$ cat src/design/htd_pkg.sv
// Shared types, widths and codes for the Huffman tree walk decoder.
// No dependencies; imported by every module of the block but htd_ram.
package htd_pkg;

    // Fixed field widths
    localparam int SYM_W  = 8;   // symbol field on the ports
    localparam int IDX_W  = 9;   // node index
    localparam int CNT_W  = 10;  // node count, holds MAX_NODES itself
    localparam int LVL_W  = 9;   // open slot count, holds STACK_DEPTH itself
    localparam int KIND_W = 2;
    localparam int ERR_W  = 2;

    // Stream widths
    localparam int IN_DATA_W  = 16;
    localparam int OUT_DATA_W = 16;

    // Parameter defaults
    localparam int DEF_MAX_NODES   = 511;
    localparam int DEF_STACK_DEPTH = 256;
    localparam int DEF_SYMBOL_BITS = 8;

    // Item action selector
    localparam logic ACT_LOAD   = 1'b0;
    localparam logic ACT_DECODE = 1'b1;

    // Result kinds
    localparam logic [KIND_W-1:0] KIND_SYMBOL = 2'd0;
    localparam logic [KIND_W-1:0] KIND_DONE   = 2'd1;
    localparam logic [KIND_W-1:0] KIND_ERROR  = 2'd2;

    // Error codes
    localparam logic [ERR_W-1:0] ERR_NONE       = 2'd0;
    localparam logic [ERR_W-1:0] ERR_NODES_FULL = 2'd1;
    localparam logic [ERR_W-1:0] ERR_STACK_FULL = 2'd2;
    localparam logic [ERR_W-1:0] ERR_NOT_READY  = 2'd3;

    typedef logic [IDX_W-1:0] idx_t;
    typedef logic [SYM_W-1:0] sym_t;

    // One result item
    typedef struct packed {
        logic              valid;
        logic [KIND_W-1:0] kind;
        sym_t              sym;
        logic [ERR_W-1:0]  err;
    } res_t;

    // Node table write requests from the builder
    typedef struct packed {
        logic info_we;      // write leaf flag and symbol of node_idx
        logic child_we;     // write a child pointer of parent_idx
        logic child_right;  // 1: right pointer, 0: left pointer
        idx_t node_idx;
        idx_t parent_idx;
        logic leaf;
        sym_t sym;
    } node_wr_t;

    // Tree status and the root node kept in flops
    typedef struct packed {
        logic ready;
        logic leaf;
        sym_t sym;
        idx_t left;
        idx_t right;
    } root_t;

    // Item in flight between input and result register
    typedef struct packed {
        logic is_dec;
        logic ready;
        logic root_leaf;
        sym_t root_sym;
        res_t load_res;
    } s1_t;

endpackage

$ cat src/design/htd_walker.sv
// Tree walker: current walk position, next node read address and the
// decode result of the item in the middle stage. Depends on htd_pkg.
module htd_walker
    import htd_pkg::*;
(
    input  logic  clk,
    input  logic  rst_n,
    input  logic  s1_fire,
    input  s1_t   s1,
    input  logic  walk_reset,
    input  logic  code_bit,
    input  root_t root,
    input  logic  info_leaf,
    input  sym_t  info_sym,
    input  idx_t  rd_left,
    input  idx_t  rd_right,
    output idx_t  rd_addr,
    output res_t  dec_res
);

    // Walk position: at the root, or at an internal node whose children
    // are held in cur_left/cur_right
    logic at_root_reg, at_root_eff;
    idx_t cur_left_reg, cur_left_eff;
    idx_t cur_right_reg, cur_right_eff;
    logic active;

    assign active = s1.is_dec && s1.ready && !s1.root_leaf;

    // Decode result for the item in the middle stage
    always_comb
    begin
        dec_res = '0;
        if (!s1.ready)
        begin
            dec_res.valid = 1'b1;
            dec_res.kind  = KIND_ERROR;
            dec_res.err   = ERR_NOT_READY;
        end
        else if (s1.root_leaf)
        begin
            dec_res.valid = 1'b1;
            dec_res.kind  = KIND_SYMBOL;
            dec_res.sym   = s1.root_sym;
        end
        else if (info_leaf)
        begin
            dec_res.valid = 1'b1;
            dec_res.kind  = KIND_SYMBOL;
            dec_res.sym   = info_sym;
        end
    end

    // Position after the middle-stage item, forwarded to the next read
    always_comb
    begin
        at_root_eff   = at_root_reg;
        cur_left_eff  = cur_left_reg;
        cur_right_eff = cur_right_reg;
        if (s1_fire && active)
        begin
            if (info_leaf)
            begin
                at_root_eff = 1'b1;
            end
            else
            begin
                at_root_eff   = 1'b0;
                cur_left_eff  = rd_left;
                cur_right_eff = rd_right;
            end
        end
    end

    // Child chosen by the incoming code bit
    always_comb
    begin
        if (at_root_eff)
        begin
            rd_addr = code_bit ? root.right : root.left;
        end
        else
        begin
            rd_addr = code_bit ? cur_right_eff : cur_left_eff;
        end
    end

    always_ff @(posedge clk or negedge rst_n)
    begin
        if (!rst_n)
        begin
            at_root_reg <= 1'b1;
        end
        else
        begin
            at_root_reg <= walk_reset || at_root_eff;
        end
    end

    always_ff @(posedge clk)
    begin
        cur_left_reg  <= cur_left_eff;
        cur_right_reg <= cur_right_eff;
    end

endmodule

$ cat config.mk
export PLATFORM = sky130hd
export DESIGN_NAME = htd_walker
export DESIGN_NICKNAME = d
export VERILOG_FILES = /design/src/design/htd_pkg.sv /design/src/design/htd_walker.sv
export SDC_FILE = /design/constraint.sdc
export NUM_CORES = 1
export LEC_CHECK = 0
export BUFFER_PORTS_ARGS = -buffer_cell sky130_fd_sc_hd__buf_2
export CAP_MARGIN = 20
export CORE_MARGIN = 5
export CORE_UTILIZATION = 40
export DETAILED_ROUTE_END_ITERATION = 10
export GPL_ROUTABILITY_DRIVEN = 0
export PLACE_DENSITY = 0.86
export SETUP_SLACK_MARGIN = 0.15
export SKIP_CTS_REPAIR_TIMING = 1
export SLEW_MARGIN = 20
export SYNTH_ARGS = -nofsm -noshare
export SYNTH_HDL_FRONTEND = slang
export SYNTH_SLANG_ARGS = --single-unit
$ cat constraint.sdc
create_clock -name clk -period 4.9 [get_ports clk]
set_input_delay 0.245 -clock clk [delete_from_list [all_inputs] [get_ports clk]]
set_output_delay 0.245 -clock clk [all_outputs]
set_load 0.1 [all_outputs]
Word level (Yosys, flattened, before mapping). Index checks and enable logic that the tools add are counted.

Reductions and logical operators: 5. Muxes and demuxes: 14.

Operators by type and width (count): 9-bit two-way mux (7); 11-bit two-way mux (2); 8-bit two-way mux (1); 1-bit logical AND (3); 3-bit two-way mux (1); 1-bit two-way mux (2); 2-bit two-way mux (1); 1-bit zero test (1); 1-bit logical OR (1).

Flip-flop bits (word level): 19. Word-level logic and storage cells: 22. Input bits: 84. Output and inout port bits: 22.

Longest topological paths before layout.
Depth after elaboration: 6. Depth in mapped cells: 5. Mapped depth without buffers: 4.

Least setup slack after synthesis. Ideal clock, no wire load.

Kind: in2out. Start: input port info_leaf. End: output port rd_addr[8]. Buffers on the path: 1. Arrival: 2.680 ns. Cell stages on the path: 5. Slack: 1.975 ns. Data required time: 4.655 ns. Cells stage by stage: or3b_1 -> nor2_4 -> buf_6 -> mux2_1 -> mux4_2.

Cells in the longest elaborated chain, start to end: 4. Elaborated cells on any way between the ends: 8. Those cells by class: mux: 8.

RTL lines: start, declared (line htd_walker.sv:13) `input logic info_leaf,`; 9-bit two-way mux (line htd_walker.sv:62) `if (info_leaf)`; 9-bit two-way mux (line htd_walker.sv:60) `if (s1_fire && active)`; via cur_right_eff[8] (line htd_walker.sv:25) `idx_t cur_right_reg, cur_right_eff;`; 9-bit two-way mux (line htd_walker.sv:84) `rd_addr = code_bit ? cur_right_eff : cur_left_eff;`; 9-bit two-way mux (line htd_walker.sv:78) `if (at_root_eff)`; end, declared (line htd_walker.sv:17) `output idx_t rd_addr,`.

The timed path passes the listed nets, and every way through them passes these cells.

Worst setup path after layout.
Start: input port s1[21] (netlist name). End: output port rd_addr[5].

Cells in the longest elaborated chain, start to end: 6. Elaborated cells on any way between the ends: 8. Those cells by class: mux: 5; reduce/logical: 3.

RTL lines: start, declared (line htd_walker.sv:9) `input s1_t s1,`; 1-bit zero test (line htd_walker.sv:28) `assign active = s1.is_dec && s1.ready && !s1.root_leaf;`; 1-bit logical AND (line htd_walker.sv:28); 1-bit logical AND (line htd_walker.sv:60); 9-bit two-way mux (line htd_walker.sv:60); via cur_left_eff[5] (line htd_walker.sv:24) `idx_t cur_left_reg, cur_left_eff;`; 9-bit two-way mux (line htd_walker.sv:84); 9-bit two-way mux (line htd_walker.sv:78).

The timed path passes the listed nets, and every way through them passes these cells.

==> flow_summary.toml <==
[power]
leakage_nw = 0.786
p_int_mw = 0.312
seqPwrFrac = 0.395
powerDensity_nw_per_um2 = 327
fin_total_pwr_mw = 0.516
power.switching_mw = 0.204
switching_share = 0.395
combPwrFrac = 0.450
peakVddDrop_mv = 0.201
power_frac_clock = 0.156

[layout]
final_cell_mix = "buf_2, dfxtp_1, mux2_2"
layout.nets = 253
layout_commonest_cell = "buf_2"
final_util = 0.572
n_antenna_cell = 0
area_growth_pct = 37.0
final_area_um2 = 1580
drive_above_1_share = 0.696
fillers = 241

[synthesis]
synth_area_leaders = "dfxtp_1, mux4_2, mux2_4"
ys_types = 22
seq_area_frac_synth = 0.336
syn_nets = 174
yosysTopAreaCell = "dfxtp_1"
syn_area_um2 = 1150
yosys_warnings = 0
yosysTopAreaCellShare = 0.313
ys_ff_latch = 19
avgSynthCellArea_um2 = 12.8
syn_inst = 90

[worst_setup_path]
path_max_fanout = 18
worstPathCellList = "buf_2 -> or3b_1 -> nor2_4 -> mux2_2 -> mux4_2 -> buf_2"
critPathCaptureType = "output port"
slowest_delay_ns = 0.48
required_ns = 4.66
cp_slowest_cell = "mux4_2"
cp.arrival_ns = 2.46
critical_path_class = "input port to output port"
cp-start-kind = "input port"
crit_top_cell = "buf_2"

[route]
drt_wl_total_um = 3180
drtIter0Drc = 28
wl_met1_um = 990
antenna_left = 0
drc = 0
viasPerCell = 5.21
vias = 1037
wire_per_inst_um = 16.0
dr_wl_met3_um = 285
highest_layer = "met4"
wl_met2_um = 1810
drtPass1Iterations = 4

[floorplanning]
start_util = 0.417
num_rows = 19
die_area_um2 = 4050
core_area_um2 = 2760
dieWidth_um = 63.6
io_pins = 106
die_h_um = 63.6

[sta]
rsz0062_at_grt = "no"
fin_setup_tns_ns = 0
tightest_slew_ns = 0.679
hold_violations = 0
setup-violations-final = 0
finalWorstSetupSlack_ns = 2.20
fin_crit_sh = 0.551
max_freq_ghz = 0.370
finalMaxSlewViolations = 0
fin_crit_ns = 2.70
fin_skew_ns = 0
slew-limit-headroom = 0.547

[clock_network]
cts_buffer_depth = 2
root_buffer = "clkbuf_4"
cts_tree = "built"
cts_htree_levels = 1
cts_sinks = 19
cts.clk_slew.worst_paths_ns = 0.11
cts_buffers = 3
clk_latency_ns = 0.29

[global_route]
grt-ovfl-total = 0
grt_start_max_net_pins = 19
grt_pass1_vias = 1169
track_usage = 0.166
grt_pass1_wl_um = 5250
antenna_found_initial = 0

[place]
placed_cell_area_um2 = 1540
dp.final_hpwl_um = 2730
place_ws_ns = 2.19
io_buffers = 81

[job]
cap_violations = 0

[worst_hold_path]
holdCritPathClass = "input port to flip-flop"

[outcome]
outcome = "finished, final reports clean"
==> power groups by stage <==
stage / Clock [mW] / Combinational [mW] / Sequential (mW)
after floorplan: 0 / 0.191 / 0.203
after global placement: 0 / 0.224 / 0.204
after detailed placement: 0 / 0.233 / 0.208
after CTS: 0.0838 / 0.233 / 0.204
after global routing: 0.0925 / 0.248 / 0.207
final: 0.0803 / 0.232 / 0.204
==> cell usage after synthesis <==
| cell type | number |
|---|---|
| inv_2 | 1 |
| buf_6 | 2 |
| mux2i_4 | 1 |
| nor2b_1 | 1 |
| nand2_1 | 2 |
| nor2_4 | 1 |
| mux2_1 | 8 |
| mux2_2 | 10 |
| nor2_1 | 9 |
| or3_1 | 1 |
| or3b_1 | 1 |
| dfstp_2 | 1 |
| buf_1 | 1 |
| mux4_2 | 9 |
| clkbuf_1 | 2 |
| a22oi_1 | 7 |
| nand2b_1 | 1 |
| a21oi_1 | 1 |
| buf_4 | 3 |
| mux2_4 | 9 |
| conb_1 | 1 |
| dfxtp_1 | 18 |
==> worst paths after layout <==
check | start | endpoint | slack (ns) | cells past startpoint
worst min register to register | cur_left_reg[8] | cur_left_reg[8] | 0.48 | 1
min in group asynchronous | rst_n | at_root_reg | 0.40 | 2
worst max register to register | at_root_reg | at_root_reg | 4.02 | 2
worst min-delay path | walk_reset | at_root_reg | 0.13 | 2
max in group asynchronous | rst_n | at_root_reg | 4.48 | 2
worst max-delay path | s1[21] | rd_addr[5] | 2.20 | 6
==> cells by family (layout without fill, tap and decap cells) <==
logic type,count (synthesis),after routing,share of synthesized area
AO/OA/AOI/OAI,8,8,0.0500
AND/OR/NAND/NOR,16,16,0.0696
other,1,1,0.00326
flip-flops,19,19,0.336
multiplexers,37,37,0.489
buffers and inverters,9,87,0.0522
==> area by class of cell <==
class                   count  area, um2  area share
multi-input cells          62        704       0.447
clock inverters             1       5.00     0.00317
inverters                   1       3.75     0.00238
repair buffers             82        415       0.263
well taps                  31       38.8      0.0246
clock buffers               3       22.5      0.0143
flip-flops and latches     19        387       0.245
==> per-layer routing <==
layer | vias up | track usage
li1 | 492 | -
met1 | 475 | 0.153
met2 | 62 | 0.329
met3 | 8 | 0.0391
met4 | 0 | 0.0831
met5 | - | 0
==> worst max-delay path: cells and delay by family <==
family | cells | cell delay [ns]
AND/OR/NAND/NOR | 2 | 0.84
multiplexers | 2 | 0.89
buffers and inverters | 2 | 0.47
==> stage by stage <==
step	cells	hold slack (ns)
6_report	199	0.131
5_1_grt	199	0.121
4_1_cts	198	-0.147
3_5_place_dp	194	0.184
3_3_place_gp	194	0.189
2_1_floorplan	90	0.0972
No activity file was read; power rests on OpenSTA's default activity.
