## config.mk

```make
export PLATFORM = sky130hd
export DESIGN_NAME = htd_ram
export DESIGN_NICKNAME = d
export VERILOG_FILES = /design/src/design/htd_ram.sv
export SDC_FILE = /design/constraint.sdc
export NUM_CORES = 1
export LEC_CHECK = 0
export ABC_CLOCK_PERIOD_IN_PS = 4000
export BUFFER_PORTS_ARGS = -buffer_cell sky130_fd_sc_hd__clkbuf_2
export CORE_UTILIZATION = 51
export DETAILED_ROUTE_END_ITERATION = 16
export PLACE_DENSITY = 0.74
export SETUP_SLACK_MARGIN = 0.5
export SYNTH_ARGS = -nofsm -noshare
export SYNTH_HDL_FRONTEND = slang
export SYNTH_SLANG_ARGS = --single-unit
```

## constraint.sdc

```tcl
create_clock -name clk -period 4 [get_ports clk]
set_clock_uncertainty 0.1 [all_clocks]
set_input_delay 0.6 -clock clk [delete_from_list [all_inputs] [get_ports clk]]
set_output_delay 0.6 -clock clk [all_outputs]
set_load 0.05 [all_outputs]
```

## src/design/htd_ram.sv

```systemverilog
// Generic simple dual-port RAM: one write port, one registered read port.
// Read returns the old contents on a same-cycle write. Uses no package.
module htd_ram
#(
    parameter int WIDTH = 8,
    parameter int DEPTH = 16,
    localparam int AW = (DEPTH > 1) ? $clog2(DEPTH) : 1
)
(
    input  logic             clk,
    input  logic             we,
    input  logic [AW-1:0]    waddr,
    input  logic [WIDTH-1:0] wdata,
    input  logic             re,
    input  logic [AW-1:0]    raddr,
    output logic [WIDTH-1:0] rdata
);

    logic [WIDTH-1:0] mem_reg [DEPTH];
    logic [WIDTH-1:0] rdata_reg;

    // Storage and registered read
    always_ff @(posedge clk)
    begin
        if (we)
        begin
            mem_reg[waddr] <= wdata;
        end
        if (re)
        begin
            rdata_reg <= mem_reg[raddr];
        end
    end

    assign rdata = rdata_reg;

endmodule

```

# Yosys cells after proc, flatten, opt, wreduce, memory -nomap -nowiden
# Memories as Yosys holds them, arrays and structs flattened. A register that Yosys moved wholly into a read port is not among the register bits.
# Cells that the tools add are included.
[totals]
reg_bits = 0
ram_bits = 128
in_bits = 19
out_inout_bits = 8
word_cells = 3
memories = 1
[mem_list]
columns = ["memory", "depth", "width", "read_ports", "rd_ports_with_merged_regs", "wr", "line", "text"]
rows = [
  ["mem_reg", 16, 8, 1, 1, 1, "19", "logic [WIDTH-1:0] mem_reg [DEPTH];"],
]
[op_classes]
n_mux = 2
[ops]
columns = ["operator", "n"]
rows = [
  ["$mux W1", 2],
]

# Longest topological paths before layout
# Gate-level depths: netlist of the first run.
[depth]
ltp_word = 2
depth_mapped = 5
depth_no_buf = 3

# Worst setup path after synthesis of the first run
# OpenSTA, ideal clock, no wires.
[synth_timing]
path_type = "input port to flip-flop"
from = "in waddr[2]"
to = "mem mem_reg[0][0] (enable)"
setup_ps = 383
arrival_time_ps = 1710
required_ps = 3517
slack_ps = 1807
cell_stages = 2
path_cell_list = "or3b_2 > nor3_1"
[synth_lines]
columns = ["item", "line", "text"]
rows = [
  ["from (decl)", "12", "input logic [AW-1:0] waddr,"],
  ["to (decl)", "19", ""],
]
# No word-level cell before the write port.

==> impl_results.md, run 1 <==
- Ports: 27
- CTS Buf Count: 17
- Post-Place Cells: 382
- DP HPWL: 5930 microns
- Min Clock Period, post-route: 2.06 ns
- Vias in the first global route: 2486
- DIE AREA: 10700 sq um
- Origin of the critical flop-to-flop path: mem_reg[10][4]
- Worst-skew pair later-pin latency: 0.51 ns
- Share of total power in the clock network: 44.1%
- Detailed-route via count: 2448
- FILL cells: 676
- Die extent in x: 103 microns
- Most frequent cell after synthesis: edfxtp_1
- Initial detailed-routing violation count: 151
- Largest net degree at the start of global routing: 33
- R2R cell count: 3
- Final slew viol count: 0
- Rows: 36
- CP Capture Type: flop
- Crit share post-route: 51.5%
- Pwr dens: 530 nW/um^2
- Drt first pass iters: 4
- Antenna diodes: 0
- CORE AREA: 9860 sq um
- Hold path cells: 1
- Fin. Hold Viols: 0
- Max Freq: 485 MHz
- CTS Buffer Depth: 2
- Slew headroom: 22.9%
- Post-CTS sizing: 0
- Hold wc startpoint: wdata[3]
- Initial antenna violation count: 0
- Internal power: 2530 uW
- Clock slew at the register clock pins of the worst setup and hold paths: 0.06 ns
- Hold crit path type: input port to flop
- Initial Util: 53.0%
- CP max FO: 32
- Share of cells above drive strength 1: 27.1%
- Top delay family on crit path: multiplexers
- Total gr overflow: 0
- Crit-path slowest cell: mux4_1
- Clock root cell: clkbuf_8
- Post-synth top area share: 78.1%
- Async SR Flop Fraction: 0%
- Comb pwr share: 5.1%
- Placer's final routability congestion estimate: 0.701
- Setup violations, final: 0
- Port bufs: 26
- Main synth FF type: edfxtp_1
- Worst reg-to-reg setup slack: 2.38 ns
- Critical path startpoint category: input port
- EDFF count, synth: 136
- Most common library cells after synthesis: edfxtp_1, mux4_2, a22oi_1
- Reported max-cap violation count: 0
- Most area-consuming cells after synthesis: edfxtp_1, mux4_2, mux4_1
- Die H: 103 microns
- Syn Area/Cell: 22.8 sq um
- CP arrival: 2.20 ns
- Status: complete, no violations
- Unique masters post-synth: 18
- Worst Max-Slew Pin Slew: 1.15 ns
- Syn nets: 248
- Hold slack: 0.412 ns
- Seq/Total Area, Yosys: 78.1%
- First-pass GRT wire length: 15000 microns
- Syn. warnings: 0
- Area growth from synthesis to layout: 14.7%
- Max VDD drop: 275 uV
- Total routed wirelength: 10400 microns
- Buf/Inv on CP: 2
- Synthesized flop and latch total: 136
- Sw Share: 20.6%
- Wire per inst: 25.3 microns
- Remaining DRCs: 0
- Largest register FFs: 128
- CTS tree: yes
- CTS sink count: 136
- CP peak stage delay: 0.63 ns
- Hold_buf cts: 0
- R2R Path End: rdata[4]
- Postcts setup bufs: 0
- Critical path, cell by cell: clkbuf_2 > buf_4 > mux4_1 > a22oi_1 > nand2_1
- Area leader, netlist: edfxtp_1
- H-Tree Depth: 4
- Mapped Area: 5230 sq um
- Kind of critical path: input port to flop
- Total track usage: 21.7%
- Final cell count without fillers: 410
- Seq pwr share: 50.8%
- RSZ-0062 raised after global routing: false
- Critical Path RT: 4.14 ns
- Sw power: 654 uW
- Worst Hold Path EP: mem_reg[13][3]
- P_leak: 0.00199 uW
- Mapped Cells: 229
- TNS Setup: 0 ns
- Post-DR vias/cell: 5.97
- DRT antenna net count: 0
- Nets: 287
final cells by class:
| cell class | count | area (sq um) | share of cell area [%] |
|---|---|---|---|
| multi-input cells | 83 | 1060 | 17.7 |
| flip-flops and latches | 136 | 4080 | 68.1 |
| repair buffers | 30 | 160 | 2.67 |
| clock inverters | 11 | 111 | 1.86 |
| well taps | 133 | 166 | 2.77 |
| clock buffers | 17 | 414 | 6.90 |
how the worst max path moves through the flow:
stage              from       endpoint  slack, ns  cells after the start
3_3_place_gp   raddr[0]       rdata[4]       1.41                      5
2_1_floorplan  waddr[2]  mem_reg[0][0]       1.81                      2
4_1_cts        raddr[0]       rdata[4]       1.92                      5
3_5_place_dp   raddr[0]       rdata[4]       1.40                      5
5_1_grt        raddr[0]       rdata[4]       1.86                      5
6_report       raddr[0]       rdata[4]       1.94                      5
worst reg2reg max path: cells and delay by family, from the launching register on:
kind             cells  cell delay [ns]
multiplexers         1             0.50
AND/OR/NAND/NOR      1             0.10
AO/OA/AOI/OAI        1             0.30
flip-flops           1             0.36
metrics by stage:
| step | area (sq um) | worst slack (ns) | total power (uW) | util (%) |
|---|---|---|---|---|
| floorplan | 5230 | 1.81 | 1750 | - |
| global placement | 5470 | 1.41 | 1800 | 55.5 |
| detailed placement | 5470 | 1.40 | 1810 | 55.5 |
| CTS | 6000 | 1.92 | 3190 | 60.8 |
| global route | 6000 | 1.86 | 3260 | 60.8 |
| finish | 6000 | 1.94 | 3180 | 60.8 |
per-layer routing:
| layer | up-vias | GRT usage [%] | part of all wire [%] |
|---|---|---|---|
| met1 | 1237 | 30.9 | 42 |
| met5 | - | 0 | 0 |
| met3 | 16 | 5.65 | 7.8 |
| li1 | 1060 | - | - |
| met2 | 135 | 32.3 | 49 |
| met4 | 0 | 9.21 | 1.8 |
logic make-up (layout without fill, tap and decap cells):
logic type,count (synthesis),after routing,share of synthesized area [%]
buffers and inverters,10,58,1.65
DFF,136,136,78.1
muxes,32,32,14.8
and+or+nand+nor,35,35,3.14
AOI/OAI and AO/OA,16,16,2.30
cells in the final DEF (no fill, tap or decap), types with 4 or more instances in the layout:
master,instances
edfxtp_1,136
nor2_1,13
mux4_1,14
mux4_2,18
a22oi_1,16
buf_4,4
nand2_1,9
clkbuf_16,16
clkbuf_2,26
power groups by stage:
| stage | sequential, uW | combinational, uW | clock, uW |
|---|---|---|---|
| 3_5_place_dp | 1650 | 162 | 0 |
| 2_1_floorplan | 1670 | 81.0 | 0 |
| 5_1_grt | 1620 | 174 | 1470 |
| 6_report | 1620 | 162 | 1400 |
| 3_3_place_gp | 1640 | 158 | 0 |
| 4_1_cts | 1620 | 163 | 1410 |
No activity file was read; power rests on OpenSTA's default activity.
==> run 2: changes to the inputs <==
--- a/config.mk
+++ b/config.mk
@@ -5,11 +5,11 @@
 export SDC_FILE = /design/constraint.sdc
 export NUM_CORES = 1
 export LEC_CHECK = 0
-export ABC_CLOCK_PERIOD_IN_PS = 4000
+export ABC_CLOCK_PERIOD_IN_PS = 1860
 export BUFFER_PORTS_ARGS = -buffer_cell sky130_fd_sc_hd__clkbuf_2
 export CORE_UTILIZATION = 51
 export DETAILED_ROUTE_END_ITERATION = 16
-export PLACE_DENSITY = 0.74
+export PLACE_DENSITY = 0.77
 export SETUP_SLACK_MARGIN = 0.5
 export SYNTH_ARGS = -nofsm -noshare
 export SYNTH_HDL_FRONTEND = slang
==> constraint.sdc (replaced) <==
create_clock -name clk -period 1.86 [get_ports clk]
set_clock_uncertainty 0.1 [all_clocks]
set_input_delay 0.279 -clock clk [delete_from_list [all_inputs] [get_ports clk]]
set_output_delay 0.279 -clock clk [all_outputs]
set_load 0.05 [all_outputs]
==> run 2 against run 1 <==
Clock power increased by 140%; sequential share of layout area is 3.5 points lower; sequential cell count did not move; non-clock buffer count up 14; setup slack worse by 1.6 ns; largest power group unchanged.
==> impl_results.md, run 2 (synthesis results as in run 1) <==
- Status: complete, no violations
- TNS Setup: 0 ns
- Port bufs: 26
- P_leak: 0.00209 uW
- R2R Path End: rdata[5]
- CTS Buffer Depth: 2
- Fin. Hold Viols: 0
- Initial detailed-routing violation count: 165
- CP max FO: 1
- Area of the multi-input gates: 1080 sq um
- Buf/Inv on CP: 0
- Detailed-route via count: 2437
- CP peak stage delay: 0.49 ns
- Slew headroom: 69.5%
- Worst reg-to-reg setup slack: 0.33 ns
- Post-layout util: 64.1%
- Placer's final routability congestion estimate: 0.708
- Largest register FFs: 128
- Uppermost layer routed: met4
- Share of cells above drive strength 1: 40.5%
- RSZ-0062 raised after global routing: true
- Area growth from synthesis to layout: 20.9%
- Critical Path RT: 2.02 ns
- Drt first pass iters: 4
- Initial Util: 53.0%
- DRT antenna net count: 0
- Post-CTS sizing: 20
- Worst Hold Path EP: rdata[2]
- Ports: 27
- H-Tree Depth: 4
- DIE AREA: 10700 sq um
- Leading cell type in the layout, fill and taps excluded: edfxtp_1
- Pwr dens: 1140 nW/um^2
- CTS sink count: 136
- Worst-skew pair later-pin latency: 0.51 ns
- DRT met1 WL: 4140 microns
- Die extent in x: 103 microns
- Setup violations, final: 0
- Total routed wirelength: 9630 microns
- Total gr overflow: 0
- Post-DR vias/cell: 5.71
- CORE AREA: 9860 sq um
- Die H: 103 microns
- CP Launch Point: mem_reg[0][5]
- Worst Max-Slew Pin Slew: 0.458 ns
- Max Freq: 653 MHz
- Total track usage: 20.8%
- Origin of the critical flop-to-flop path: mem_reg[0][5]
- Nets: 301
- Crit share post-route: 82.3%
- Rows: 36
- Initial antenna violation count: 0
- Critical path, cell by cell: mux4_2 > a22oi_2 > nand2_1
- Hold slack: 0.0856 ns
- Tot Pwr: 7230 uW
- Max VDD drop: 517 uV
- Final slew viol count: 0
- FILL cells: 662
- Routed wl met2: 4880 microns
- Min Clock Period, post-route: 1.53 ns
- First-pass GRT wire length: 14600 microns
- Postcts setup bufs: 0
- Vias in the first global route: 2519
- WL met3: 506 microns
- Top delay family on crit path: multiplexers
- Hold wc startpoint: re
- Clock slew at the register clock pins of the worst setup and hold paths: 0.06 ns
- Wire per inst: 22.6 microns
- Reported max-cap violation count: 0
- CTS tree: yes
- Most frequent cells in the layout: edfxtp_1, mux4_2, clkbuf_2
- Sequential Area: 4080 sq um
- Hold crit path type: input port to flop
- Antenna diodes: 0
- R2R cell count: 3
- CP Capture Type: flop
- Critical path startpoint category: flop
- CTS Buf Count: 17
- Hold_buf cts: 0
- Crit-path slowest cell: mux4_2
- DP HPWL: 5760 microns
- Hold path cells: 1
- CP arrival: 1.69 ns
- Largest net degree at the start of global routing: 33
- Remaining DRCs: 0
- Clock root cell: clkbuf_8
- Kind of critical path: flop to flop
[run 2: cell type report]
class / count / share of cell area, %
sequential: 136 / 64.6
multi-input combinational: 83 / 17.1
clock buffer: 17 / 6.55
clock inverter: 14 / 2.89
tap: 133 / 2.63
timing repair buffer: 44 / 6.22
[run 2: worst max path at each step]
| stage | to | slack (ns) | cells after the start |
|---|---|---|---|
| 6_report | rdata[5] | 0.33 | 3 |
| 5_1_grt | rdata[5] | 0.28 | 3 |
| 4_1_cts | rdata[5] | 0.29 | 3 |
| 3_5_place_dp | rdata[3] | -0.05 | 5 |
| 3_3_place_gp | rdata[3] | -0.05 | 5 |
| 2_1_floorplan | rdata[1] | 0.28 | 5 |
[run 2: metrics by stage]
step                cells  worst slack (ns)  instance area (sq um)
finish                427             0.330                   6320
global route          427             0.275                   6320
CTS                   427             0.295                   6310
detailed placement    396           -0.0545                   5630
global placement      396           -0.0478                   5630
floorplan             229             0.281                   5260
[run 2: power by group]
group | leakage (uW) | switching (uW) | internal, uW | total, uW
clock | 0.000283 | 1180 | 2150 | 3340
sequential | 0.00124 | 25.9 | 3460 | 3480
combinational | 0.000568 | 237 | 176 | 413
total | 0.00209 | 1450 | 5780 | 7230
[run 2: worst register-to-register path, stage by stage (launching register included)]
cell and delay [ns]:
edfxtp_1 0.38, mux4_2 0.49, a22oi_2 0.23, nand2_1 0.09
[run 2: layer usage]
metal / track usage (%) / up-vias
li1: - / 1071
met1: 28.4 / 1259
met2: 31.9 / 99
met3: 5.65 / 8
met4: 8.99 / 0
met5: 0 / -
==> run 3: changes to the inputs <==
--- a/config.mk
+++ b/config.mk
@@ -5,7 +5,7 @@
 export SDC_FILE = /design/constraint.sdc
 export NUM_CORES = 1
 export LEC_CHECK = 0
-export ABC_CLOCK_PERIOD_IN_PS = 1860
+export ABC_CLOCK_PERIOD_IN_PS = 1380
 export BUFFER_PORTS_ARGS = -buffer_cell sky130_fd_sc_hd__clkbuf_2
 export CORE_UTILIZATION = 51
 export DETAILED_ROUTE_END_ITERATION = 16
==> constraint.sdc (replaced) <==
create_clock -name clk -period 1.38 [get_ports clk]
set_clock_uncertainty 0.1 [all_clocks]
set_input_delay 0.207 -clock clk [delete_from_list [all_inputs] [get_ports clk]]
set_output_delay 0.207 -clock clk [all_outputs]
set_load 0.05 [all_outputs]
==> run 3 against run 2 <==
The flow now finishes with violations (negative hold slack, negative setup slack); wire length increased by 6.5%; die area unchanged; register-to-register slack got worse by 0.47 ns; clock power increased by 19%; fmax increased by 0.78%; non-clock buffer count increased by 17; global-route usage increased by 1.3 points; design area increased by 6.7%; combinational power increased by 64%; critical path depth unchanged; first-iteration DRC count increased by 59%; sequential power increased by 35%; largest cell class unchanged.
==> impl_results.md, run 3 (synthesis results as in run 1) <==
- Status: finished with violations
- Failing checks: negative hold slack, negative setup slack
- Kind of critical path: flop to flop
- Clock slew at the register clock pins of the worst setup and hold paths: 0.06 ns
- FILL cells: 586
- Total track usage: 22.1%
- WL met3: 618 microns
- Hold crit path type: input port to flop
- Area growth from synthesis to layout: 29.0%
- Worst-skew pair later-pin latency: 0.52 ns
- Hold wc startpoint: re
- CP max FO: 1
- Setup violations, final: 16
- DIE AREA: 10700 sq um
- R2R Path End: rdata[4]
- Detailed-route via count: 2516
- Comb pwr share: 7.3%
- PnR worst setup slack: -0.139 ns
- Total routed wirelength: 10300 microns
- Sw power: 2130 uW
- Initial antenna violation count: 0
- TNS Setup: -1.19 ns
- Sequential Area: 4080 sq um
- DRT met1 WL: 4000 microns
- Largest register FFs: 128
- Routed wl met2: 5560 microns
- Nets: 318
- CORE AREA: 9860 sq um
- CTS sink count: 136
- Clock root cell: clkbuf_8
- Most frequent cells in the layout: edfxtp_1, mux4_2, buf_12
- Total gr overflow: 0
- Critical path, cell by cell: mux4_2 > a22oi_2 > nand2_1
- H-Tree Depth: 4
- Largest net degree at the start of global routing: 17
- R2R cell count: 3
- Hold slack: -0.00404 ns
- Hold path cells: 1
- Share of total power in the clock network: 42.5%
- First-pass GRT wire length: 15400 microns
- Hold_buf cts: 1
- CTS tree: yes
- Remaining DRCs: 0
- Port bufs: 26
- Area of the multi-input gates: 1220 sq um
- CP peak stage delay: 0.50 ns
- RSZ-0062 raised after global routing: true
- Buf/Inv on CP: 0
- Antenna diodes: 0
- Reported max-cap violation count: 0
- Leading cell type in the layout, fill and taps excluded: edfxtp_1
- Fin. Hold Viols: 6
- Worst Max-Slew Pin Slew: 0.926 ns
- Worst Hold Path EP: rdata[1]
- Rows: 36
- DP HPWL: 6490 microns
- Seq pwr share: 50.2%
- CP Capture Type: flop
- Max Freq: 658 MHz
- Top delay family on crit path: multiplexers
- Critical Path RT: 1.54 ns
- CTS Buffer Depth: 2
- Initial detailed-routing violation count: 263
- Pwr dens: 1380 nW/um^2
- Post-Layout Inst Area: 6750 sq um
- Dpl ws: -0.474 ns
- Max VDD drop: 834 uV
- Worst reg-to-reg setup slack: -0.14 ns
- Sw Share: 22.8%
- Die H: 103 microns
- Vias in the first global route: 2679
- Crit share post-route: 110%
- Final slew viol count: 0
- Min Clock Period, post-route: 1.52 ns
- Post-layout util: 68.4%
- Placer's final routability congestion estimate: 0.720
- Die extent in x: 103 microns
- Ports: 27
- Initial Util: 53.0%
- Uppermost layer routed: met4
- CTS Buf Count: 17
- DRT antenna net count: 0
- P_leak: 0.00223 uW
- Slew headroom: 38.2%
- CP arrival: 1.68 ns
- Post-DR vias/cell: 5.65
- Critical path startpoint category: flop
- Internal power: 7200 uW
- Drt first pass iters: 5
- Origin of the critical flop-to-flop path: mem_reg[3][4]
- Crit-path slowest cell: mux4_2
- Wire per inst: 23.1 microns
- Post-DP Area: 6030 sq um
- Share of cells above drive strength 1: 49.4%
run 3: cell types whose count changed in the layout (fill, tap and decap cells not counted), sizes merged:
cell	change
clkbuf	-5
buf	+21
inv	+7
clkinv	+1
clkinvlp	-3
bufinv	-4
dlygate4sd3	+1
run 3: cell type report:
cell class | instances | share of cell area [%]
Timing Repair Buffer | 61 | 11.0
Tap cell | 133 | 2.47
Sequential cell | 136 | 60.5
Multi-Input combinational cell | 83 | 18.1
Clock buffer | 17 | 6.14
Clock inverter | 15 | 1.74
run 3: metal layers:
metal  vias to the layer above  track usage [%]
met5                         -                0
met4                         0             7.80
met3                         6             6.65
met2                        87             37.5
met1                      1310             27.2
li1                       1113                -
run 3: worst max-delay path by stage:
stage	start	cells after the start	to
2_1_floorplan	raddr[0]	5	rdata[1]
3_3_place_gp	raddr[0]	5	rdata[5]
3_5_place_dp	raddr[0]	5	rdata[1]
4_1_cts	mem_reg[1][5]	3	rdata[5]
5_1_grt	mem_reg[3][2]	3	rdata[2]
6_report	mem_reg[3][4]	3	rdata[4]
run 3: per-stage QoR:
stage / instances / total power, uW
global placement: 410 / 5350
floorplan: 229 / 5120
global route: 445 / 9620
detailed placement: 410 / 5380
finish: 445 / 9340
CTS: 444 / 9380
run 3: power groups by stage:
stage	Clock (uW)	Combinational (uW)	Sequential, uW
6_report	3970	677	4690
5_1_grt	4200	718	4700
4_1_cts	4020	670	4690
3_5_place_dp	0	609	4770
3_3_place_gp	0	590	4760
2_1_floorplan	0	286	4830
run 3: timing repair:
action,CTS,global route
endpoints found under the hold margin,18,8
buffers inserted,1,1
setup endpoints to repair,104,139
gates resized for setup,30,13
pin swaps,8,5
