File: src/design/htd_pkg.sv
// Shared types, widths and codes for the Huffman tree walk decoder.
// No dependencies; imported by every module of the block but htd_ram.
package htd_pkg;

    // Fixed field widths
    localparam int SYM_W  = 8;   // symbol field on the ports
    localparam int IDX_W  = 9;   // node index
    localparam int CNT_W  = 10;  // node count, holds MAX_NODES itself
    localparam int LVL_W  = 9;   // open slot count, holds STACK_DEPTH itself
    localparam int KIND_W = 2;
    localparam int ERR_W  = 2;

    // Stream widths
    localparam int IN_DATA_W  = 16;
    localparam int OUT_DATA_W = 16;

    // Parameter defaults
    localparam int DEF_MAX_NODES   = 511;
    localparam int DEF_STACK_DEPTH = 256;
    localparam int DEF_SYMBOL_BITS = 8;

    // Item action selector
    localparam logic ACT_LOAD   = 1'b0;
    localparam logic ACT_DECODE = 1'b1;

    // Result kinds
    localparam logic [KIND_W-1:0] KIND_SYMBOL = 2'd0;
    localparam logic [KIND_W-1:0] KIND_DONE   = 2'd1;
    localparam logic [KIND_W-1:0] KIND_ERROR  = 2'd2;

    // Error codes
    localparam logic [ERR_W-1:0] ERR_NONE       = 2'd0;
    localparam logic [ERR_W-1:0] ERR_NODES_FULL = 2'd1;
    localparam logic [ERR_W-1:0] ERR_STACK_FULL = 2'd2;
    localparam logic [ERR_W-1:0] ERR_NOT_READY  = 2'd3;

    typedef logic [IDX_W-1:0] idx_t;
    typedef logic [SYM_W-1:0] sym_t;

    // One result item
    typedef struct packed {
        logic              valid;
        logic [KIND_W-1:0] kind;
        sym_t              sym;
        logic [ERR_W-1:0]  err;
    } res_t;

    // Node table write requests from the builder
    typedef struct packed {
        logic info_we;      // write leaf flag and symbol of node_idx
        logic child_we;     // write a child pointer of parent_idx
        logic child_right;  // 1: right pointer, 0: left pointer
        idx_t node_idx;
        idx_t parent_idx;
        logic leaf;
        sym_t sym;
    } node_wr_t;

    // Tree status and the root node kept in flops
    typedef struct packed {
        logic ready;
        logic leaf;
        sym_t sym;
        idx_t left;
        idx_t right;
    } root_t;

    // Item in flight between input and result register
    typedef struct packed {
        logic is_dec;
        logic ready;
        logic root_leaf;
        sym_t root_sym;
        res_t load_res;
    } s1_t;

endpackage

File: src/design/htd_ram.sv
// Generic simple dual-port RAM: one write port, one registered read port.
// Read returns the old contents on a same-cycle write. Uses no package.
module htd_ram
#(
    parameter int WIDTH = 8,
    parameter int DEPTH = 16,
    localparam int AW = (DEPTH > 1) ? $clog2(DEPTH) : 1
)
(
    input  logic             clk,
    input  logic             we,
    input  logic [AW-1:0]    waddr,
    input  logic [WIDTH-1:0] wdata,
    input  logic             re,
    input  logic [AW-1:0]    raddr,
    output logic [WIDTH-1:0] rdata
);

    logic [WIDTH-1:0] mem_reg [DEPTH];
    logic [WIDTH-1:0] rdata_reg;

    // Storage and registered read
    always_ff @(posedge clk)
    begin
        if (we)
        begin
            mem_reg[waddr] <= wdata;
        end
        if (re)
        begin
            rdata_reg <= mem_reg[raddr];
        end
    end

    assign rdata = rdata_reg;

endmodule

File: src/design/htd_builder.sv
// Tree builder: open-slot stack, node count, tree status and root node.
// Depends on htd_pkg and htd_ram (right-slot stack below the top entry).
module htd_builder
    import htd_pkg::*;
#(
    parameter int MAX_NODES   = DEF_MAX_NODES,
    parameter int STACK_DEPTH = DEF_STACK_DEPTH
)
(
    input  logic     clk,
    input  logic     rst_n,
    input  logic     load_fire,
    input  logic     is_root,
    input  logic     is_leaf,
    input  sym_t     sym,
    output res_t     load_res,
    output logic     walk_reset,
    output node_wr_t node_wr,
    output root_t    root
);

    localparam int SAW = $clog2(STACK_DEPTH);
    localparam int LW1 = LVL_W + 1;

    // Open slots = pending left slot of the last internal node plus the
    // right slots; the top right slot lives in top_reg, the rest in RAM.
    logic [CNT_W-1:0] node_count_reg, node_count_next;
    logic [LVL_W-1:0] rcount_reg, rcount_next;
    logic             left_pend_reg, left_pend_next;
    idx_t             top_reg, top_next;
    logic             ready_reg, ready_next;
    logic             root_leaf_reg, root_leaf_next;
    sym_t             root_sym_reg, root_sym_next;
    idx_t             root_left_reg, root_left_next;
    idx_t             root_right_reg, root_right_next;
    logic             byp_valid_reg, byp_valid_next;
    idx_t             byp_data_reg;

    logic [LW1-1:0]   level;
    logic             level_empty;
    logic             cnt_full;
    logic             stk_full;
    idx_t             below;
    idx_t             node_idx;
    idx_t             parent;
    logic [LVL_W-1:0] base_r;
    logic [LVL_W-1:0] base_m1;
    logic [LVL_W-1:0] rdiff;
    idx_t             top_base;
    logic             stk_we;
    logic [SAW-1:0]   stk_waddr;
    idx_t             stk_wdata;
    logic [SAW-1:0]   stk_raddr;
    idx_t             stk_rdata;

    assign level       = LW1'(rcount_reg) + LW1'(left_pend_reg);
    assign level_empty = (level == '0);
    assign cnt_full    = (node_count_reg >= CNT_W'(MAX_NODES));
    assign stk_full    = ((level + LW1'(1)) > LW1'(STACK_DEPTH));
    assign below       = byp_valid_reg ? byp_data_reg : stk_rdata;
    assign node_idx    = is_root ? '0 : node_count_reg[IDX_W-1:0];

    // Load decision and next state
    always_comb
    begin
        node_count_next = node_count_reg;
        rcount_next     = rcount_reg;
        left_pend_next  = left_pend_reg;
        top_next        = top_reg;
        ready_next      = ready_reg;
        root_leaf_next  = root_leaf_reg;
        root_sym_next   = root_sym_reg;
        root_left_next  = root_left_reg;
        root_right_next = root_right_reg;
        load_res        = '0;
        walk_reset      = 1'b0;
        node_wr         = '0;
        node_wr.node_idx = node_idx;
        node_wr.leaf     = is_leaf;
        node_wr.sym      = sym;
        parent          = '0;
        base_r          = '0;
        base_m1         = '0;
        top_base        = top_reg;
        stk_we          = 1'b0;

        if (load_fire)
        begin
            priority if (!is_root && level_empty)
            begin
                load_res.valid = 1'b1;
                load_res.kind  = KIND_ERROR;
                load_res.err   = ERR_NOT_READY;
            end
            else if (!is_root && cnt_full)
            begin
                load_res.valid = 1'b1;
                load_res.kind  = KIND_ERROR;
                load_res.err   = ERR_NODES_FULL;
                rcount_next    = '0;
                left_pend_next = 1'b0;
                ready_next     = 1'b0;
                walk_reset     = 1'b1;
            end
            else if (!is_root && !is_leaf && stk_full)
            begin
                load_res.valid = 1'b1;
                load_res.kind  = KIND_ERROR;
                load_res.err   = ERR_STACK_FULL;
                rcount_next    = '0;
                left_pend_next = 1'b0;
                ready_next     = 1'b0;
                walk_reset     = 1'b1;
            end
            else
            begin
                walk_reset      = 1'b1;
                node_wr.info_we = 1'b1;
                node_count_next = CNT_W'(node_idx) + CNT_W'(1);
                if (is_root)
                begin
                    ready_next     = 1'b0;
                    root_leaf_next = is_leaf;
                    root_sym_next  = sym;
                end
                else
                begin
                    // Take the next open slot, left before right
                    node_wr.child_we = 1'b1;
                    if (left_pend_reg)
                    begin
                        parent   = node_count_reg[IDX_W-1:0] - IDX_W'(1);
                        base_r   = rcount_reg;
                        top_base = top_reg;
                    end
                    else
                    begin
                        parent              = top_reg;
                        node_wr.child_right = 1'b1;
                        base_r              = rcount_reg - LVL_W'(1);
                        top_base            = below;
                    end
                    if (parent == '0)
                    begin
                        if (left_pend_reg)
                        begin
                            root_left_next = node_idx;
                        end
                        else
                        begin
                            root_right_next = node_idx;
                        end
                    end
                end
                node_wr.parent_idx = parent;

                if (!is_leaf)
                begin
                    // Open both child slots: right one pushed, left one pending
                    left_pend_next = 1'b1;
                    rcount_next    = base_r + LVL_W'(1);
                    top_next       = node_idx;
                    base_m1        = base_r - LVL_W'(1);
                    stk_we         = (base_r != '0);
                end
                else
                begin
                    left_pend_next = 1'b0;
                    rcount_next    = base_r;
                    top_next       = top_base;
                    if (base_r == '0)
                    begin
                        ready_next     = 1'b1;
                        load_res.valid = 1'b1;
                        load_res.kind  = KIND_DONE;
                        load_res.err   = ERR_NONE;
                    end
                end
            end
        end
    end

    // Stack RAM ports; read is prefetched for the entry below the new top
    assign stk_waddr      = base_m1[SAW-1:0];
    assign stk_wdata      = top_base;
    assign rdiff          = rcount_next - LVL_W'(2);
    assign stk_raddr      = (rcount_next >= LVL_W'(2)) ? rdiff[SAW-1:0] : '0;
    assign byp_valid_next = stk_we && (stk_waddr == stk_raddr);

    htd_ram
    #(
        .WIDTH (IDX_W),
        .DEPTH (STACK_DEPTH)
    )
    u_slot_ram
    (
        .clk   (clk),
        .we    (stk_we),
        .waddr (stk_waddr),
        .wdata (stk_wdata),
        .re    (1'b1),
        .raddr (stk_raddr),
        .rdata (stk_rdata)
    );

    // Control state
    always_ff @(posedge clk or negedge rst_n)
    begin
        if (!rst_n)
        begin
            node_count_reg <= '0;
            rcount_reg     <= '0;
            left_pend_reg  <= 1'b0;
            ready_reg      <= 1'b0;
            byp_valid_reg  <= 1'b0;
        end
        else
        begin
            node_count_reg <= node_count_next;
            rcount_reg     <= rcount_next;
            left_pend_reg  <= left_pend_next;
            ready_reg      <= ready_next;
            byp_valid_reg  <= byp_valid_next;
        end
    end

    // Payload state
    always_ff @(posedge clk)
    begin
        top_reg        <= top_next;
        root_leaf_reg  <= root_leaf_next;
        root_sym_reg   <= root_sym_next;
        root_left_reg  <= root_left_next;
        root_right_reg <= root_right_next;
        byp_data_reg   <= stk_wdata;
    end

    assign root.ready = ready_reg;
    assign root.leaf  = root_leaf_reg;
    assign root.sym   = root_sym_reg;
    assign root.left  = root_left_reg;
    assign root.right = root_right_reg;

`ifndef SYNTHESIS
    a_ready_no_open_slots: assert property (@(posedge clk) disable iff (!rst_n)
        ready_reg |-> (rcount_reg == '0) && !left_pend_reg)
        else $error("tree ready with open slots");

    a_left_has_right: assert property (@(posedge clk) disable iff (!rst_n)
        left_pend_reg |-> (rcount_reg != '0))
        else $error("pending left slot without its right slot");

    a_count_bound: assert property (@(posedge clk) disable iff (!rst_n)
        node_count_reg <= CNT_W'(MAX_NODES))
        else $error("node count beyond table size");

    a_level_bound: assert property (@(posedge clk) disable iff (!rst_n)
        level <= LW1'(STACK_DEPTH))
        else $error("open slots beyond stack depth");
`endif

endmodule

File: config.mk
export PLATFORM = sky130hd
export DESIGN_NAME = htd_builder
export DESIGN_NICKNAME = d
export VERILOG_FILES = /design/src/design/htd_pkg.sv /design/src/design/htd_ram.sv /design/src/design/htd_builder.sv
export SDC_FILE = /design/constraint.sdc
export NUM_CORES = 2
export LEC_CHECK = 0
export BUFFER_PORTS_ARGS = -buffer_cell sky130_fd_sc_hd__buf_2
export CAP_MARGIN = 20
export CORE_AREA = 5 5 413 415
export DETAILED_ROUTE_END_ITERATION = 10
export DIE_AREA = 0 0 418 420
export PLACE_DENSITY = 0.7
export SYNTH_ARGS = -nofsm -noshare
export SYNTH_HDL_FRONTEND = slang
export SYNTH_HIERARCHICAL = 1
export SYNTH_SLANG_ARGS = --single-unit
File: constraint.sdc
create_clock -name clk -period 16.6 [get_ports clk]
set_clock_uncertainty 0.2 [all_clocks]
set_input_delay 3.32 -clock clk [delete_from_list [all_inputs] [get_ports clk]]
set_output_delay 3.32 -clock clk [all_outputs]
set_load 0.005 [all_outputs]
## After elaboration in Yosys (flattened, before gate mapping)

Memory sizes are Yosys's and may differ from the RTL's. A register that Yosys moved wholly into a read port is not among the register bits.
Cells that the tools add are included.

- Shift-type cells: 0
- $lt $le $gt $ge: 3
- Divide/modulo/power cells: 0
- Add/sub/neg operators: 8
- Reductions and logical operators: 16
- Equal/unequal tests: 1
- Bitwise gates (word level): 5
- Muxes and demuxes: 70
- Multiply operators: 0

Operators by type and width:

| operator | count |
|---|---|
| two-way mux 9 bit | 31 |
| two-way mux 8 bit | 6 |
| two-way mux 3 bit | 10 |
| logical NOT 9 bit | 2 |
| two-way mux 1 bit | 18 |
| subtractor 9 x 1 -> 9 bit, second input constant | 2 |
| AND reduction 7 bit | 2 |
| adder 10 x 1 -> 10 bit, second input constant | 1 |
| adder 9 x 1 -> 10 bit | 1 |
| adder 9 x 1 -> 10 bit, second input constant | 1 |
| greater-or-equal comparator 10 x 9 -> 1 bit, second input constant | 1 |
| > comparator 10 x 9 -> 1 bit, second input constant | 1 |
| logical NOT 10 bit | 1 |
| two-way mux 2 bit | 5 |
| adder 9 x 1 -> 9 bit, second input constant | 1 |
| greater-or-equal comparator 9 x 2 -> 1 bit, second input constant | 1 |
| nonzero test 9 bit | 1 |
| == test 8 bit | 1 |
| subtractor 8 x 1 -> 8 bit, second input constant | 1 |
| subtractor 8 x 2 -> 8 bit, second input constant | 1 |
| logical AND 1 bit | 5 |
| NOT 1 bit | 5 |
| AND reduction 5 bit | 1 |
| AND reduction 4 bit | 1 |
| other kinds (2) | 3 |

- Bits in writable memories: 2304
- Input bits: 13
- Word-level logic and storage cells: 115
- ROM bits: 0
- Memories: 1
- Register bits after elaboration: 67
- Bits in latches: 0
- Output and inout bits: 72

Memory list:

| name | words | bits a word | rd ports | clocked after Yosys merged registers in | write ports | line | text |
|---|---|---|---|---|---|---|---|
| u_slot_ram.mem_reg | 256 | 9 | 1 | 1 | 1 | htd_ram.sv:19 | `logic [WIDTH-1:0] mem_reg [DEPTH];` |

## Longest topological paths before layout

- Depth after elaboration: 18
- Gate-level depth with buffers: 25
- Mapped depth without buffers: 20

## By module

Netlist, hierarchy kept.

By module, submodules not included:

| module | sequential area each (um^2) | area an instance (um^2) | cells each | times used |
|---|---|---|---|---|
| htd_ram | 69456.6 | 89368.2 | 4237 | 1 |
| htd_builder | 1811.7 | 4724.5 | 523 | 1 |

## Worst setup path before layout

OpenSTA, ideal clock, no wires.

- Path type: input -> register
- From: input port is_root
- To: memory u_slot_ram/mem_reg[0][7] in the netlist's numbering (data pin)
- Setup time: 1583 ps
- Data required time: 14817 ps
- Buffers on the path: 3
- Arrival: 12232 ps
- Stages on the path: 11
- Slack: 2584 ps
- Path through: clkbuf_1 > clkbuf_1 > nor4_1 > o221ai_1 > o211ai_2 > clkinv_1 > nand2_1 > nor2_1 > clkbuf_1 > nor2_1 > a21oi_1

- Cells in the longest elaborated chain, start to end: 7
- Elaborated cells on any way between the ends: 10
- Classes of those cells: 5 x mux; 5 x reduce/logical

RTL lines:

| what | line | text |
|---|---|---|
| from (decl) | htd_builder.sv:13 | `input logic is_root,` |
| logical NOT 1 bit | htd_builder.sv:89, htd_builder.sv:95, htd_builder.sv:105 |  |
| logical AND 1 bit (2 in series) | htd_builder.sv:105 | `else if (!is_root && !is_leaf && stk_full)` |
| two-way mux 9 bit | htd_builder.sv:105 |  |
| two-way mux 9 bit | htd_builder.sv:95 | `else if (!is_root && cnt_full)` |
| two-way mux 9 bit * | htd_builder.sv:89 | `priority if (!is_root && level_empty)` |
| two-way mux 9 bit * | htd_builder.sv:87 | `if (load_fire)` |
| named net stk_wdata[7] | htd_builder.sv:52 | `idx_t stk_wdata;` |
| to (decl) | htd_ram.sv:19 |  |

The timed path passes the listed nets; every way through them passes the cells marked *.

## Worst setup path in the final report

- From: input port is_root
- To: register u_slot_ram.rdata_reg[1], in the netlist u_slot_ram/rdata[1] (read register of u_slot_ram.mem_reg) (data pin)

- Cells in the longest elaborated chain, start to end: 13
- Elaborated cells on any way between the ends: 19
- Classes of those cells: 2 x add/sub; 1 x order compare; 11 x mux; 5 x reduce/logical

RTL lines:

| what | line | text |
|---|---|---|
| two-way mux 9 bit | htd_builder.sv:120 | `if (is_root)` |
| two-way mux 9 bit | htd_builder.sv:105 |  |
| two-way mux 9 bit | htd_builder.sv:95 |  |
| two-way mux 9 bit | htd_builder.sv:89 |  |
| two-way mux 9 bit | htd_builder.sv:87 |  |
| adder 9 x 1 -> 9 bit | htd_builder.sv:161 | `rcount_next = base_r + LVL_W'(1);` |
| two-way mux 9 bit | htd_builder.sv:157 | `if (!is_leaf)` |
| two-way mux 9 bit | htd_builder.sv:105 |  |
| two-way mux 9 bit | htd_builder.sv:95 |  |
| two-way mux 9 bit * | htd_builder.sv:89 |  |
| two-way mux 9 bit * | htd_builder.sv:87 |  |
| subtractor 8 x 2 -> 8 bit or greater-or-equal comparator 9 x 2 -> 1 bit (tied branches) | htd_builder.sv:186, htd_builder.sv:187 |  |
| two-way mux 8 bit * | htd_builder.sv:187 | `assign stk_raddr = (rcount_next >= LVL_W'(2)) ? rdiff[SAW-1:0] : '0;` |
| named net stk_raddr[1] | htd_builder.sv:53 | `logic [SAW-1:0] stk_raddr;` |
| to (decl) | htd_ram.sv:20 | `logic [WIDTH-1:0] rdata_reg;` |

The timed path passes the listed nets; every way through them passes the cells marked *. The select of a mux whose other input is x is not followed.
A chain may end at the register's enable or synchronous reset.

==> flow_results.org <==
** Logic synthesis
- Yosys instantiated no cell more often than edfxtp_1.
- Async S/R FF share, synth :: 0.00924
- Yosys mapped a number of flops with a built-in enable equal to 2349.
- Synthesis Warnings :: 6
- Commonest cells in the synthesized netlist :: edfxtp_1 (2349), mux4_2 (467), nor2_1 (357)
- In this run the mean area of a mapped cell was 19.8 sq um.
- After synthesis the cells add up to 94100 sq um.
- The share of synthesized area in the top cell type comes to 0.750.
- Synthesis instantiated 86 different standard cells from the library.
- Total of flip-flops plus latches after synthesis :: 2380
- The share of the Yosys chip area taken by registers is 0.757.
- Top cells by area, synth :: edfxtp_1 (75%), mux4_2 (11%), mux2i_1 (2.0%)
- Synthesis handed over a netlist of 4760 instances.
- The largest total area in the synthesized netlist belongs to edfxtp_1.
- Top FF cell, synth :: edfxtp_1

** Layout
- Fraction of layout cells with a size suffix above 1 :: 0.206
- The register with the most flip-flops in the layout has 2304 of them.
- Counting the fill cells in the layout gives 11400.
- Total Nets Final :: 4914
- Synthesis-to-layout area growth :: 10.5%

** Drt
- Wires add up to 230 mm.
- Routed wire per std cell :: 31.6 microns
- The final route contains 48700 vias.
- Total DRC errors in the routed layout :: 0
- After detailed routing, the number of vias per cell comes to 6.68.
- The detail route stage leaves a number of antenna-violating nets equal to 0.
- First-pass detailed-route iteration total :: 6
- After the first detailed-routing iteration, the DRC count stood at 6660.

** Placed design
- IO buf count :: 76
- Final Wtd Congestion :: 0.872
- Once detailed placement completed, the half-perimeter wirelength came to 135 mm.

** Timing
- At the pin with the least slew margin, the transition time is 1.24 ns.
- Setup repair after global routing left no endpoint under its margin.
- Period minus WS final :: 10.0 ns
- The worst pin sits at a relative slew slack of 0.169.
- Of the available clock period, the critical path in the final layout requires 0.602.
- FMAX :: 100 MHz
- # setup viols final :: 0
- Final Hold Vio Count :: 0
- In the final timing run, aggregate negative setup slack is 0 ns.
- The final number of max-transition violations was 0.

** Floorplanning
- The initial utilization of the core area, before any placement, comes to 0.566.
- The die covers 176000 sq um.
- Cell Rows :: 150
- The die is 418 microns wide.
- Measured along the y axis, the die boundary spans 420 microns.
- Area inside the core boundary :: 166000 sq um
- During I/O placement, the number of pins put on the boundary was 85.

** Worst hold path
- Worst hold-check path type :: register to register

** Critical path
- Required time reported for the critical path endpoint :: 17.09 ns
- Worst Setup Start Kind :: input port
- The critical path is of the input port to register type.
- Highest net fanout along the worst path :: 98
- Critical path data arrival time :: 10.48 ns
- STA classifies the critical path endpoint as a register.

** Clock tree
- Longest Clk Path Bufs :: 3
- TritonCTS built the clock tree.
- The number of hold buffers added after CTS was 0.
- Count of instances resized after the clock tree is built :: 0
- Setup repair bufs after CTS :: 0
- The cell sitting at the root of the clock tree is a clkbuf_16.
- Clock Latency Late Sink :: 0.87 ns
- H-Tree Level Count :: 4
- In this run, CTS created clock tree buffers numbering 224.
- CTS sink cnt :: 2380
- Clock transition at the register clock pins on the worst setup and hold paths after CTS :: 0.06 ns

** GRT
- The via count of the first global-routing pass is 47400.
- Gr usage total :: 0.263
- For this run the aggregate overflow at the end of global routing stands at 0.
- The initial antenna violation count was 10.
- Wire length of the first global-routing pass :: 335 mm
- Entering global routing, the biggest net connects 220 pins.

** Status
- The flow ran to the end, and the final reports show no timing, DRC or antenna violations.

** Flow run
- Max-cap violations in this run came to 0.
==> cells in the final DEF, fill, tap and decap left out, drive strengths merged, types with 12 or more instances in the layout <==
master	instances
nand3	42
a22oi	175
a22o	17
nor2b	43
a211oi	30
a31oi	14
bufinv	15
a21oi	125
clkinvlp	12
nand2	72
and3	15
nor4	40
o21ai	60
clkbuf	279
conb	17
mux2	26
nor2	357
o22ai	71
edfxtp	2349
mux4	476
nor3	40
clkinv	111
mux2i	189
dfrtp	22
inv	28
a221oi	12
o221ai	37
nand4	17
xor2	15
buf	195
nand2b	15
xnor2	16
==> metal layers <==
metal / part of all wire / up-vias / track usage / wire length, microns
met2: 0.47 / 2826 / 0.408 / 109000
met5: 0.00018 / - / 0 / 41
li1: - / 19900 / - / -
met4: 0.034 / 6 / 0.0873 / 7780
met3: 0.11 / 449 / 0.0610 / 24800
met1: 0.38 / 25500 / 0.378 / 88500
==> final cells by class <==
type / count / area (sq um) / share of cell area
timing repair buffer: 197 / 1580 / 0.0152
clock buffer: 277 / 5930 / 0.0571
antenna: 3 / 7.51 / 0.0000722
sequential: 2380 / 71300 / 0.686
tap: 2204 / 2760 / 0.0265
inverter: 24 / 90.1 / 0.000867
multi-input combinational: 2063 / 21200 / 0.204
clock inverter: 142 / 1140 / 0.0110
==> worst max-delay path, stage by stage <==
cell	delay, ns
buf_2	0.27
nor4_1	0.31
o221ai_1	0.24
o21ai_1	0.18
buf_4	0.23
clkinv_1	0.27
o21ai_0	0.60
nor2_1	0.17
nor2_4	0.72
buf_12	0.54
buf_4	0.77
nand3b_1	1.04
o22ai_1	0.44
nor3_1	0.18
a21oi_1	0.45
nor4_1	0.24
nor4_1	0.27
==> per-stage QoR <==
step | setup WS (ns) | cells | instance area [sq um] | hold WS (ns) | utilization
final | 6.60 | 7290 | 104000 | 0.321 | 0.625
after floorplan | 2.58 | 4775 | 94100 | 0.267 | -
after CTS | 6.80 | 7273 | 104000 | 0.318 | 0.624
after global placement | 4.66 | 6837 | 96400 | 0.286 | 0.580
after detailed placement | 5.88 | 6854 | 96700 | 0.305 | 0.581
after global routing | 6.33 | 7288 | 104000 | 0.333 | 0.625
==> logic make-up after synthesis <==
group,after synthesis,synth area share
buffers and inverters,332,0.0205
adders and majority gates,11,0.00146
AOI/OAI and AO/OA,610,0.0446
xor gates and xnor gates,32,0.00312
DFF,2380,0.757
muxes,691,0.138
and+or+nand+nor,702,0.0353
other,2,0.0000798
==> worst paths after layout <==
| kind | cells past startpoint | from | slack [ns] | end |
|---|---|---|---|---|
| worst max-delay path | 17 | is_root | 6.60 | u_slot_ram/rdata[1] |
| worst min-delay path | 1 | node_count_reg[9] | 0.32 | node_count_reg[9] |
| worst max register to register | 21 | left_pend_reg | 7.86 | u_slot_ram/rdata[1] |
| worst min register to register | 1 | node_count_reg[9] | 0.32 | node_count_reg[9] |
| max in group asynchronous | 1 | rst_n | 13.55 | rcount_reg[8] |
| min in group asynchronous | 1 | rst_n | 2.26 | node_count_reg[3] |
Power is not shown: default switching activity piles up to over one toggle a cycle in this logic, so the estimate is an artifact.
